<file path="config.mk">
export PLATFORM = sky130hd
export DESIGN_NAME = scroll_window_address_mapper_top
export DESIGN_NICKNAME = d
export VERILOG_FILES = /design/src/sv/swam_pkg.sv /design/src/sv/swam_mod_unit.sv /design/src/sv/scroll_window_address_mapper_top.sv
export SDC_FILE = /design/constraint.sdc
export NUM_CORES = 1
export LEC_CHECK = 0
export BUFFER_PORTS_ARGS = -buffer_cell sky130_fd_sc_hd__buf_2
export CORE_ASPECT_RATIO = 0.6
export CORE_MARGIN = 2
export CORE_UTILIZATION = 35
export CTS_BUF_LIST = sky130_fd_sc_hd__clkbuf_4
export DETAILED_ROUTE_END_ITERATION = 10
export PLACE_DENSITY = 0.63
export SKIP_CTS_REPAIR_TIMING = 1
export SYNTH_ARGS = -nofsm -noshare
export SYNTH_HDL_FRONTEND = slang
export SYNTH_SLANG_ARGS = --single-unit
</file>
<file path="constraint.sdc">
create_clock -name i_clk -period 17.52 [get_ports i_clk]
set_clock_uncertainty 0.15 [all_clocks]
set_input_delay 0.876 -clock i_clk [delete_from_list [all_inputs] [get_ports i_clk]]
set_output_delay 0.876 -clock i_clk [all_outputs]
set_load 0.01 [all_outputs]
</file>
<file path="src/sv/swam_pkg.sv">
`timescale 1ns / 1ps
`default_nettype none
// Shared types, codes and defaults for the scroll window address mapper.
// No dependencies; used by swam_mod_unit and scroll_window_address_mapper_top.

package swam_pkg;

    localparam int ROW_W = 9;   // screen row / column / config width
    localparam int ADR_W = 10;  // frame memory address and window size width
    localparam int IDX_W = 2;   // configuration index width

    localparam int DEF_SCREEN_ROWS = 320;
    localparam int DEF_MEMORY_ROWS = 480;
    localparam int DEF_CELL_ROWS   = 10;

    // command codes
    localparam logic [1:0] CMD_WINDOW    = 2'd0;
    localparam logic [1:0] CMD_SCROLL_UP = 2'd1;
    localparam logic [1:0] CMD_SCROLL_DN = 2'd2;
    localparam logic [1:0] CMD_SCROLL_RS = 2'd3;

    // result kinds
    localparam logic KIND_WINDOW = 1'b0;
    localparam logic KIND_SCROLL = 1'b1;

    // configuration register indexes
    localparam logic [IDX_W-1:0] REG_TOP_FIXED = 2'd0;
    localparam logic [IDX_W-1:0] REG_BOT_FIXED = 2'd1;

    typedef struct packed {
        logic [1:0]       cmd;
        logic [ROW_W-1:0] col;
        logic [ROW_W-1:0] row;
        logic [ADR_W-1:0] win_width;
        logic [ADR_W-1:0] win_height;
    } t_in_item;

    typedef struct packed {
        logic             kind;
        logic [ADR_W-1:0] col_first;
        logic [ADR_W-1:0] row_first;
        logic [ADR_W-1:0] col_last;
        logic [ADR_W-1:0] row_last;
        logic [ADR_W-1:0] scroll_start;
    } t_out_item;

endpackage

`default_nettype wire

</file>
<file path="src/sv/swam_mod_unit.sv">
`timescale 1ns / 1ps
`default_nettype none
// Shared bit-serial restoring remainder unit: one dividend bit per cycle.
// Depends on swam_pkg for the operand width.

module swam_mod_unit (
    input  wire logic                        i_clk,
    input  wire logic                        i_rst_n,
    input  wire logic                        i_start,
    input  wire logic [swam_pkg::ADR_W-1:0]  i_dividend,
    input  wire logic [swam_pkg::ADR_W-1:0]  i_divisor,
    output logic                             o_done,
    output logic [swam_pkg::ADR_W-1:0]       o_rem
);
    import swam_pkg::*;

    localparam int CNT_W = $clog2(ADR_W);
    localparam logic [CNT_W-1:0] LAST_STEP = CNT_W'(ADR_W - 1);

    logic             r_busy;
    logic             r_done;
    logic [CNT_W-1:0] r_cnt;
    logic [ADR_W-1:0] r_rem;
    logic [ADR_W-1:0] r_dvd;
    logic [ADR_W-1:0] r_div;
    logic [ADR_W:0]   w_trial;
    logic [ADR_W:0]   w_diff;
    logic [ADR_W-1:0] n_rem;

    // shift in the next dividend bit, subtract where it fits
    always_comb begin
        w_trial = {r_rem, r_dvd[ADR_W-1]};
        w_diff  = w_trial - {1'b0, r_div};
        if (w_trial >= {1'b0, r_div}) begin
            n_rem = w_diff[ADR_W-1:0];
        end else begin
            n_rem = w_trial[ADR_W-1:0];
        end
    end

    always_ff @(posedge i_clk) begin
        if (!i_rst_n) begin
            r_busy <= 1'b0;
            r_done <= 1'b0;
            r_cnt  <= '0;
        end else begin
            r_done <= 1'b0;
            if (i_start) begin
                r_busy <= 1'b1;
                r_cnt  <= '0;
            end else if (r_busy) begin
                r_cnt <= r_cnt + 1'b1;
                if (r_cnt == LAST_STEP) begin
                    r_busy <= 1'b0;
                    r_done <= 1'b1;
                end
            end
        end
    end

    always_ff @(posedge i_clk) begin
        if (i_start) begin
            r_rem <= '0;
            r_dvd <= i_dividend;
            r_div <= i_divisor;
        end else if (r_busy) begin
            r_rem <= n_rem;
            r_dvd <= {r_dvd[ADR_W-2:0], 1'b0};
        end
    end

    assign o_done = r_done;
    assign o_rem  = r_rem;

    a_start_idle: assert property (@(posedge i_clk) disable iff (!i_rst_n)
        i_start |-> !r_busy)
        else $error("remainder unit restarted while busy");
    a_rem_below_div: assert property (@(posedge i_clk) disable iff (!i_rst_n)
        r_done |-> (r_rem < r_div))
        else $error("remainder not below divisor");
    a_done_after_busy: assert property (@(posedge i_clk) disable iff (!i_rst_n)
        r_done |-> $past(r_busy))
        else $error("done without a running division");

endmodule

`default_nettype wire

</file>
<file path="src/sv/scroll_window_address_mapper_top.sv">
`timescale 1ns / 1ps
`default_nettype none
// Scroll window address mapper, top level.
// Depends on swam_pkg and swam_mod_unit.
//
// Use:
//   Input channel (i_in_valid / o_in_ready, payload i_in_data) carries window
//   requests and scroll commands. Output channel (o_out_valid / i_out_ready,
//   payload o_out_data) returns at most one result per command. The
//   configuration channel (i_cfg_valid / o_cfg_ready, i_cfg_index,
//   i_cfg_data) sets the top and bottom fixed areas; it is always ready, and
//   any write to either register clears the scroll offset. Write it only
//   while the block is idle.
// Sequencing:
//   One command at a time. A window inside the scroll band goes through
//   dispatch, one pass of the shared remainder unit and finish; a window
//   outside the band or a scroll reset goes from dispatch to finish. Scroll
//   up / down make two passes through the remainder unit, one for the cell
//   step modulo the memory height and one for the new offset. The input is
//   ready again the cycle after the result is loaded. The remainder unit
//   works bit-serially over 10 bits.
// Reset clears fixed areas, offset and the output valid flag. When the
//   receiver stalls, the finished result waits in the output register;
//   the next command is still taken and waits in its final state until the
//   output register frees up.

module scroll_window_address_mapper_top #(
    parameter int SCREEN_ROWS = swam_pkg::DEF_SCREEN_ROWS,
    parameter int MEMORY_ROWS = swam_pkg::DEF_MEMORY_ROWS,
    parameter int CELL_ROWS   = swam_pkg::DEF_CELL_ROWS
) (
    input  wire logic                        i_clk,
    input  wire logic                        i_rst_n,
    input  wire logic                        i_in_valid,
    output logic                             o_in_ready,
    input  wire swam_pkg::t_in_item          i_in_data,
    output logic                             o_out_valid,
    input  wire logic                        i_out_ready,
    output swam_pkg::t_out_item              o_out_data,
    input  wire logic                        i_cfg_valid,
    output logic                             o_cfg_ready,
    input  wire logic [swam_pkg::IDX_W-1:0]  i_cfg_index,
    input  wire logic [swam_pkg::ROW_W-1:0]  i_cfg_data
);
    import swam_pkg::*;

    localparam int GW = ADR_W + 1;
    localparam logic [GW-1:0]    SCR_G  = GW'(SCREEN_ROWS);
    localparam logic [GW-1:0]    MEM_G  = GW'(MEMORY_ROWS);
    localparam logic [ADR_W-1:0] CELL_A = ADR_W'(CELL_ROWS);

    // sequencer states
    localparam logic [2:0] S_IDLE = 3'd0;
    localparam logic [2:0] S_DISP = 3'd1;
    localparam logic [2:0] S_WMOD = 3'd2;
    localparam logic [2:0] S_STEP = 3'd3;
    localparam logic [2:0] S_SMOD = 3'd4;
    localparam logic [2:0] S_FIN  = 3'd5;

    logic [2:0]       r_state, n_state;
    t_in_item         r_item;
    logic [ROW_W-1:0] r_top_cfg;
    logic [ROW_W-1:0] r_bot_cfg;
    logic [ROW_W-1:0] r_offset, n_offset;
    t_out_item        r_res, n_res;
    t_out_item        r_out;
    logic             r_out_valid;

    // band geometry
    logic [GW-1:0]    w_sum;
    logic             w_zero_areas;
    logic [ROW_W-1:0] w_top;
    logic [ROW_W-1:0] w_bot;
    logic [GW-1:0]    w_eff_sum;
    logic [GW-1:0]    w_mem_g;
    logic [ADR_W-1:0] w_mem;
    logic             w_in_band;

    // remainder unit hookup
    logic             w_mod_start;
    logic [ADR_W-1:0] w_mod_dvd;
    logic             w_mod_done;
    logic [ADR_W-1:0] w_mod_rem;

    // window end arithmetic
    logic [GW-1:0]    w_rf;
    logic [GW:0]      w_rf_h;
    logic [GW:0]      w_rl_raw;
    logic [GW:0]      w_limit;
    logic [GW:0]      w_rl;
    logic             w_out_free;
    logic             w_cfg_hit;

    // Drop both fixed areas when they leave no band on screen or one taller than the memory.
    always_comb begin
        w_sum        = GW'(r_top_cfg) + GW'(r_bot_cfg);
        w_zero_areas = (w_sum >= SCR_G) || ((SCR_G - w_sum) > MEM_G);
        w_top        = w_zero_areas ? '0 : r_top_cfg;
        w_bot        = w_zero_areas ? '0 : r_bot_cfg;
        w_eff_sum    = w_zero_areas ? '0 : w_sum;
        w_mem_g      = (w_eff_sum >= MEM_G) ? '0 : (MEM_G - w_eff_sum);
        w_mem        = w_mem_g[ADR_W-1:0];
        w_in_band    = (w_mem != '0) && (r_item.row >= w_top)
                     && ((GW'(r_item.row) + GW'(w_bot)) < SCR_G);
    end

    // Mapped window rows: start below the top area, end clamped to the band.
    always_comb begin
        w_rf     = GW'(w_top) + GW'(w_mod_rem);
        w_rf_h   = (GW+1)'(w_rf) + (GW+1)'(r_item.win_height);
        w_rl_raw = w_rf_h - 1'b1;
        w_limit  = (GW+1)'(w_top) + (GW+1)'(w_mem) - 1'b1;
        if ((w_rf_h == '0) || (w_rl_raw > w_limit)) begin
            w_rl = w_limit;
        end else begin
            w_rl = w_rl_raw;
        end
    end

    assign w_out_free = !r_out_valid || i_out_ready;

    always_comb begin
        n_state     = r_state;
        n_offset    = r_offset;
        n_res       = r_res;
        w_mod_start = 1'b0;
        w_mod_dvd   = ADR_W'(r_offset) + ADR_W'(r_item.row);
        case (r_state)
            S_IDLE: begin
                if (i_in_valid) begin
                    n_state = S_DISP;
                end
            end
            S_DISP: begin
                n_res = '0;
                case (r_item.cmd)
                    CMD_WINDOW: begin
                        n_res.kind      = KIND_WINDOW;
                        n_res.col_first = ADR_W'(r_item.col);
                        n_res.col_last  = ADR_W'(r_item.col) + r_item.win_width - 1'b1;
                        if (w_in_band) begin
                            w_mod_start = 1'b1;
                            n_state     = S_WMOD;
                        end else begin
                            n_res.row_first = ADR_W'(r_item.row);
                            n_res.row_last  = ADR_W'(r_item.row) + r_item.win_height
                                            - 1'b1;
                            n_state         = S_FIN;
                        end
                    end
                    CMD_SCROLL_UP, CMD_SCROLL_DN: begin
                        if (w_mem == '0) begin
                            n_state = S_IDLE;   // no band, no result
                        end else begin
                            w_mod_start = 1'b1;
                            w_mod_dvd   = CELL_A;
                            n_state     = S_STEP;
                        end
                    end
                    default: begin
                        // scroll reset
                        n_offset           = '0;
                        n_res.kind         = KIND_SCROLL;
                        n_res.scroll_start = ADR_W'(w_top);
                        n_state            = S_FIN;
                    end
                endcase
            end
            S_WMOD: begin
                if (w_mod_done) begin
                    n_res.row_first = w_rf[ADR_W-1:0];
                    n_res.row_last  = w_rl[ADR_W-1:0];
                    n_state         = S_FIN;
                end
            end
            S_STEP: begin
                // offset stays below the memory height, so one more pass wraps it
                if (w_mod_done) begin
                    w_mod_start = 1'b1;
                    if (r_item.cmd == CMD_SCROLL_UP) begin
                        w_mod_dvd = ADR_W'(r_offset) + w_mod_rem;
                    end else begin
                        w_mod_dvd = ADR_W'(r_offset) + w_mem - w_mod_rem;
                    end
                    n_state = S_SMOD;
                end
            end
            S_SMOD: begin
                if (w_mod_done) begin
                    n_offset           = w_mod_rem[ROW_W-1:0];
                    n_res.kind         = KIND_SCROLL;
                    n_res.scroll_start = ADR_W'(w_top) + ADR_W'(w_mod_rem[ROW_W-1:0]);
                    n_state            = S_FIN;
                end
            end
            S_FIN: begin
                if (w_out_free) begin
                    n_state = S_IDLE;
                end
            end
            default: begin
                n_state = S_IDLE;
            end
        endcase
    end

    assign w_cfg_hit = i_cfg_valid
                     && ((i_cfg_index == REG_TOP_FIXED) || (i_cfg_index == REG_BOT_FIXED));

    always_ff @(posedge i_clk) begin
        if (!i_rst_n) begin
            r_state     <= S_IDLE;
            r_offset    <= '0;
            r_top_cfg   <= '0;
            r_bot_cfg   <= '0;
            r_out_valid <= 1'b0;
        end else begin
            r_state  <= n_state;
            r_offset <= n_offset;
            // hold the result until the receiver takes it
            if ((r_state == S_FIN) && w_out_free) begin
                r_out_valid <= 1'b1;
            end else if (i_out_ready) begin
                r_out_valid <= 1'b0;
            end
            if (i_cfg_valid && (i_cfg_index == REG_TOP_FIXED)) begin
                r_top_cfg <= i_cfg_data;
            end
            if (i_cfg_valid && (i_cfg_index == REG_BOT_FIXED)) begin
                r_bot_cfg <= i_cfg_data;
            end
            if (w_cfg_hit) begin
                r_offset <= '0;
            end
        end
    end

    always_ff @(posedge i_clk) begin
        if ((r_state == S_IDLE) && i_in_valid) begin
            r_item <= i_in_data;
        end
        r_res <= n_res;
        if ((r_state == S_FIN) && w_out_free) begin
            r_out <= r_res;
        end
    end

    swam_mod_unit u_mod (
        .i_clk      (i_clk),
        .i_rst_n    (i_rst_n),
        .i_start    (w_mod_start),
        .i_dividend (w_mod_dvd),
        .i_divisor  (w_mem),
        .o_done     (w_mod_done),
        .o_rem      (w_mod_rem)
    );

    assign o_in_ready  = (r_state == S_IDLE);
    assign o_out_valid = r_out_valid;
    assign o_out_data  = r_out;
    assign o_cfg_ready = 1'b1;

    a_offset_in_band: assert property (@(posedge i_clk) disable iff (!i_rst_n)
        (w_mem != '0) |-> (ADR_W'(r_offset) < w_mem))
        else $error("scroll offset outside memory band");
    a_mod_start_state: assert property (@(posedge i_clk) disable iff (!i_rst_n)
        w_mod_start |-> ((r_state == S_DISP) || (r_state == S_STEP)))
        else $error("remainder unit started from wrong state");
    a_scroll_fields_zero: assert property (@(posedge i_clk) disable iff (!i_rst_n)
        (r_out_valid && (r_out.kind == KIND_SCROLL)) |->
        ((r_out.col_first == '0) && (r_out.row_last == '0)))
        else $error("scroll result carries window fields");
    a_window_no_start: assert property (@(posedge i_clk) disable iff (!i_rst_n)
        (r_out_valid && (r_out.kind == KIND_WINDOW)) |-> (r_out.scroll_start == '0))
        else $error("window result carries scroll start");

endmodule

`default_nettype wire

</file>
==> metrics, run 1 <==
power share of the clock group=0.180; Area Overhead vs Synth=12.3%; endpoints failing setup=0; crit-path max cell delay=0.64 ns; Root Buffer=clkbuf_4; overall routed net length=36000 um; vias in the first global route=9817; DP Cell Count=1949; RSZ-0062 raised after global routing=false; async set or reset register ratio after synthesis=0; First DRT Iteration DRCs=974; CP most frequent cell=ha_1; via count=10.2k; Reg power frac=0.323; power per cell area=139 nW/um^2; share of cells above drive strength 1=0.145; Worst Path Max Fanout=28; Reg clk slew, reported paths=0.10 ns; internal power=1230 uW; Tcrit/Tclk final=0.497; Switching Fraction=0.425; Die Span X=259 um; Fin. Hold Viols=0; post-synthesis area per instance=10.2 um^2; drt wl/cell=17.7 um; LEAKAGE=0.00693 uW; area occupied by multi-input gates=7090 um^2; Tot GR Track Use=0.178; Slew @ Worst Pin=1.17 ns; CTS tree=done; max_slew headroom=0.212; first-pass GRT wire length=55500 um; Max clock buf depth=3; slowest stage cell, crit path=a31oi_4; combinational share of power=0.497; Req. time, crit path=17.76 ns; Yosys top cell by area=edfxtp_1; dpl ws=8.99 ns; antenna violations before repair=1; Worst-Skew Late Latency=0.74 ns; gp weighted congestion=0.902; count leader, synth=inv_1; Slew Viols, Final=0; HPWL after DPL=27900 um; peak supply drop=0.0947 mV; # IOs=110; antenna-violating nets left=0; Post-Synthesis Cells=1345; Min Clock Period, post-route=8.71 ns; largest cells by area after synthesis=edfxtp_1 (35%), ha_1 (15%), dfxtp_1 (6.9%), inv_1 (5.3%), xnor2_1 (3.7%); Residual DRC=0; IO Port Bufs=107; fmax=115 MHz; Worst Hold Class=in2reg; Top Family by Delay on Critical Path=compound AO/OA/AOI/OAI gates; Register Area=5750 um^2; crit path DAT=8.94 ns; hold slack=0.167 ns; Synth Flop Type=edfxtp_1; synth warn=0; post-synthesis sequential area ratio=0.419; max_cap viols=0; flops & latches, synth=207; Pre-Repair DR Iteration Count=5; synth unique cells=73; vias per inst=5.01; H-tree depth=2; crit end category=register; core area=38800 um^2; crit start category=register; setup_tns=0 ns; full die area=40800 um^2; area share of the largest cell type after synthesis=0.351; Nets=1716; CP Class=reg2reg; gr ovfl total=0; Fillers=3902; largest net degree at the start of global routing=38; CP bufs+invs=3; synth cell count leaders=inv_1 (193), ha_1 (164), edfxtp_1 (160); status=complete, no violations; fin cells=2037; row count=56; number of synthesized flops with an enable pin=160; Synth Cell Area=13700 um^2; Die H=157 um; Total Power=2140 uW; clock sinks=207; NetSw=910 uW; CTS buffer count=49; Initial Utilization=0.353; PnR worst setup slack=8.81 ns
[flip-flops by register name (all words and copies together) (netlist names)]
| register | count |
|---|---|
| o_out_data | 50 |
| r_res | 50 |
| r_item | 40 |
| u_mod.o_rem | 10 |
| u_mod.r_div | 10 |
| u_mod.r_dvd | 10 |
| r_bot_cfg | 9 |
| r_offset | 9 |
| r_top_cfg | 9 |
| u_mod.r_cnt | 4 |
| r_state | 3 |
| o_out_valid | 1 |
| u_mod.o_done | 1 |
| u_mod.r_busy | 1 |
[power groups by stage]
stage | Combinational [uW] | Clock, uW | Sequential (uW)
final | 1060 | 384 | 692
after global routing | 1180 | 422 | 697
after CTS | 1050 | 398 | 689
after detailed placement | 1040 | 0 | 700
after global placement | 1020 | 0 | 698
after floorplan | 787 | 0 | 671
[layer usage]
layer | wire length (um) | share of wire | GRT usage
met5 | 0 | 0 | 0
met4 | 535 | 0.015 | 0.0432
met3 | 3200 | 0.089 | 0.0419
met2 | 14000 | 0.39 | 0.242
met1 | 18400 | 0.51 | 0.276
[final timing paths]
check	depth (start not counted)	slack [ns]	to	startpoint
setup / recovery	33	8.81	r_res[19]	r_top_cfg[0]
hold / removal	1	0.17	r_item[23]	i_in_data[23]
setup reg to reg	33	8.81	r_res[19]	r_top_cfg[0]
hold reg to reg	0	0.25	o_out_data[50]	r_res[50]
[layout make-up]
cell class / instances / share of cell area
Inverter: 194 / 0.0475
Sequential cell: 207 / 0.373
Clock buffer: 65 / 0.0317
Clock inverter: 22 / 0.00626
Tap cell: 522 / 0.0424
Timing Repair Buffer: 114 / 0.0382
Multi-Input combinational cell: 912 / 0.460
Antenna cell: 1 / 0.000163
[cell usage in the layout (no fill, tap or decap), drive strengths merged, types with 7 or more instances in the layout]
cell	n
edfxtp	160
o22ai	7
ha	164
clkinv	21
inv	195
nor3	10
nand3	24
nor2b	41
mux2i	32
nand2b	24
o21bai	19
or3	9
xor2	28
clkbuf	65
buf	114
a21oi	85
o21a	7
and2	34
nor2	72
a21o	39
xnor2	58
fa	18
a211oi	14
o211ai	10
nand2	80
dfxtp	47
o21ai	56
[logic make-up (layout without fill, tap and decap cells)]
kind of cell	count (synthesis)	count (layout)	synth area share
simple gates	326	326	0.120
other cells	2	6	0.000548
flops	207	207	0.419
mux	38	38	0.0294
xor+xnor	86	86	0.0550
buf+inv	229	395	0.0656
compound gates	275	275	0.134
fa+ha+maj	182	182	0.176
[metrics by stage]
step	utilization	area, um^2
floorplan	-	13700
global placement	0.381	14800
detailed placement	0.381	14800
CTS	0.396	15400
global route	0.396	15400
finish	0.396	15400
Power figures use the tool's default switching activity.
==> run 2: changes to the inputs <==
clock period = 9.1 ns   (was 17.52 ns; I/O delays follow)
==> run 2 against run 1 <==
Net effect:
- global-route usage down 0.41 points
- count of clock-buffer cells in the layout up 14
- sequential cell count unchanged
- sequential share of layout area down 1.4 points
- critical path type unchanged
==> metrics, run 2 (synthesis gave the netlist of run 1 again) <==
status=complete, no violations; Pre-Repair DR Iteration Count=5 (unchanged); core area=38800 um^2 (unchanged); Max clock buf depth=3 (unchanged); antenna-violating nets left=0 (unchanged); fin cells=2099 (+3.0%); drt wl/cell=17.2 um (-2.6%); Worst Hold Class=in2reg; crit path DAT=8.72 ns (-0.22 ns); gp weighted congestion=0.898 (-0.43%); Area Overhead vs Synth=16.7%; antenna violations before repair=1 (unchanged); RR Startpoint=r_top_cfg[0]; largest net degree at the start of global routing=38 (unchanged); CP Class=reg2reg; CTS tree=done; Residual DRC=0 (unchanged); slowest stage cell, crit path=nor4_1; Die Span X=259 um (unchanged); CTS buffer count=52 (+6.1%); Root Buffer=clkbuf_4; power per cell area=262 nW/um^2 (+88%); first-pass GRT wire length=54200 um (-2.3%); # IOs=110 (unchanged); LEAKAGE=0.00719 uW (+3.7%); crit end category=register; via count=10.3k (+1.2%); overall routed net length=36200 um (+0.38%); Req. time, crit path=9.38 ns (-8.38 ns); Worst-Skew Late Latency=0.73 ns (about the same); IO Port Bufs=107 (unchanged); combinational share of power=0.490 (-0.007); peak supply drop=0.162 mV (+71%); commonest cells after routing, fill and taps aside=inv_1 (193), ha_1 (164), edfxtp_1 (160); row count=56 (unchanged); crit-path max cell delay=0.61 ns (-0.03 ns); Critical Path Start=r_top_cfg[0]; Slew Viols, Final=0 (unchanged); max_cap viols=0 (unchanged); full die area=40800 um^2 (unchanged); First DRT Iteration DRCs=862 (-11%); Die H=157 um (unchanged); HPWL after DPL=27800 um (-0.62%); Slew @ Worst Pin=1.18 ns (+0.00451 ns); internal power=2440 uW (+99%); clock sinks=207 (unchanged); Tot GR Track Use=0.174 (-0.00409); NetSw=1740 uW (+92%); Fin. Hold Viols=0 (unchanged); hold path start=i_in_valid; share of cells above drive strength 1=0.148 (+0.00272); Reg clk slew, reported paths=0.08 ns (-0.02 ns); max_slew headroom=0.213 (+0.00130); H-tree depth=2 (unchanged); Nets=1770 (+3.1%); Tcrit/Tclk final=0.928 (+0.431); power share of the clock group=0.192 (+0.012); Min Clock Period, post-route=8.44 ns (-0.262 ns); Reg power frac=0.318 (-0.005); Worst Path Max Fanout=16 (-43%); RSZ-0062 raised after global routing=false; vias per inst=4.92 (-1.8%); most common cell after layout, fill and taps aside=inv_1; DP Cell Count=1949 (unchanged); setup_tns=0 ns (unchanged); Switching Fraction=0.416 (-0.00871); endpoints failing setup=0 (unchanged); crit start category=register; gr ovfl total=0 (unchanged); vias in the first global route=9581 (-2.4%); Initial Utilization=0.353 (unchanged); fmax=118 MHz (+3.1%)
==> run 2: cell count changes in the layout (fill, tap and decap cells not counted), sizes merged <==
cell         previous run  this run
dlygate4sd3             0        50
clkbuf                 65        79
clkinv                 21        16
diode                   1         3
a31oi                   6         7
clkinvlp                0         1
inv                   195       194
==> run 2: final timing paths <==
check,end,slack [ns],depth (start not counted)
max,r_res[10],0.66,34
min,r_item[20],0.04,3
max reg2reg,r_res[10],0.66,34
min reg2reg,o_out_data[1],0.26,0
==> run 2: final cells by class <==
cell class              count  area [um^2]
well taps                 522          653
flip-flops and latches    207         5750
repair buffers            164         1090
multi-input cells         913         7100
clock inverters            17         75.1
clock buffers              79          593
diodes                      3         7.51
fillers                  3814        22800
inverters                 194          731
==> run 2: power by group through the flow <==
stage          logic [uW]  clock network [uW]  registers [uW]
5_1_grt              2270                 876            1340
3_3_place_gp         1960                   0            1340
3_5_place_dp         1990                   0            1350
6_report             2050                 805            1330
2_1_floorplan        1520                   0            1290
4_1_cts              2010                 827            1330
==> run 2: worst max-delay path, delay by kind of cell, from the launching register on <==
family,cells,cell delay (ns)
compound gates,15,3.35
fa+ha+maj,6,1.93
simple gates,7,1.44
buf+inv,3,0.44
flops,1,0.33
xor+xnor,2,0.32
mux,1,0.21
==> run 2: metal layers <==
metal,up-vias,wire (um),GRT usage
li1,5058,-,-
met1,4873,18400,0.264
met2,357,14300,0.241
met3,40,3020,0.0464
met4,0,450,0.0389
met5,-,0,0
==> run 2: per-stage QoR <==
step / setup WS [ns] / util / total power [uW] / area [um^2] / hold slack (ns)
floorplan: 1.52 / - / 2810 / 13700 / 0.250
global placement: 0.861 / 0.381 / 3300 / 14800 / 0.252
detailed placement: 0.647 / 0.381 / 3340 / 14800 / 0.255
CTS: 0.624 / 0.399 / 4170 / 15500 / -0.308
global route: 0.0692 / 0.412 / 4490 / 16000 / 0.0413
finish: 0.657 / 0.412 / 4190 / 16000 / 0.0411
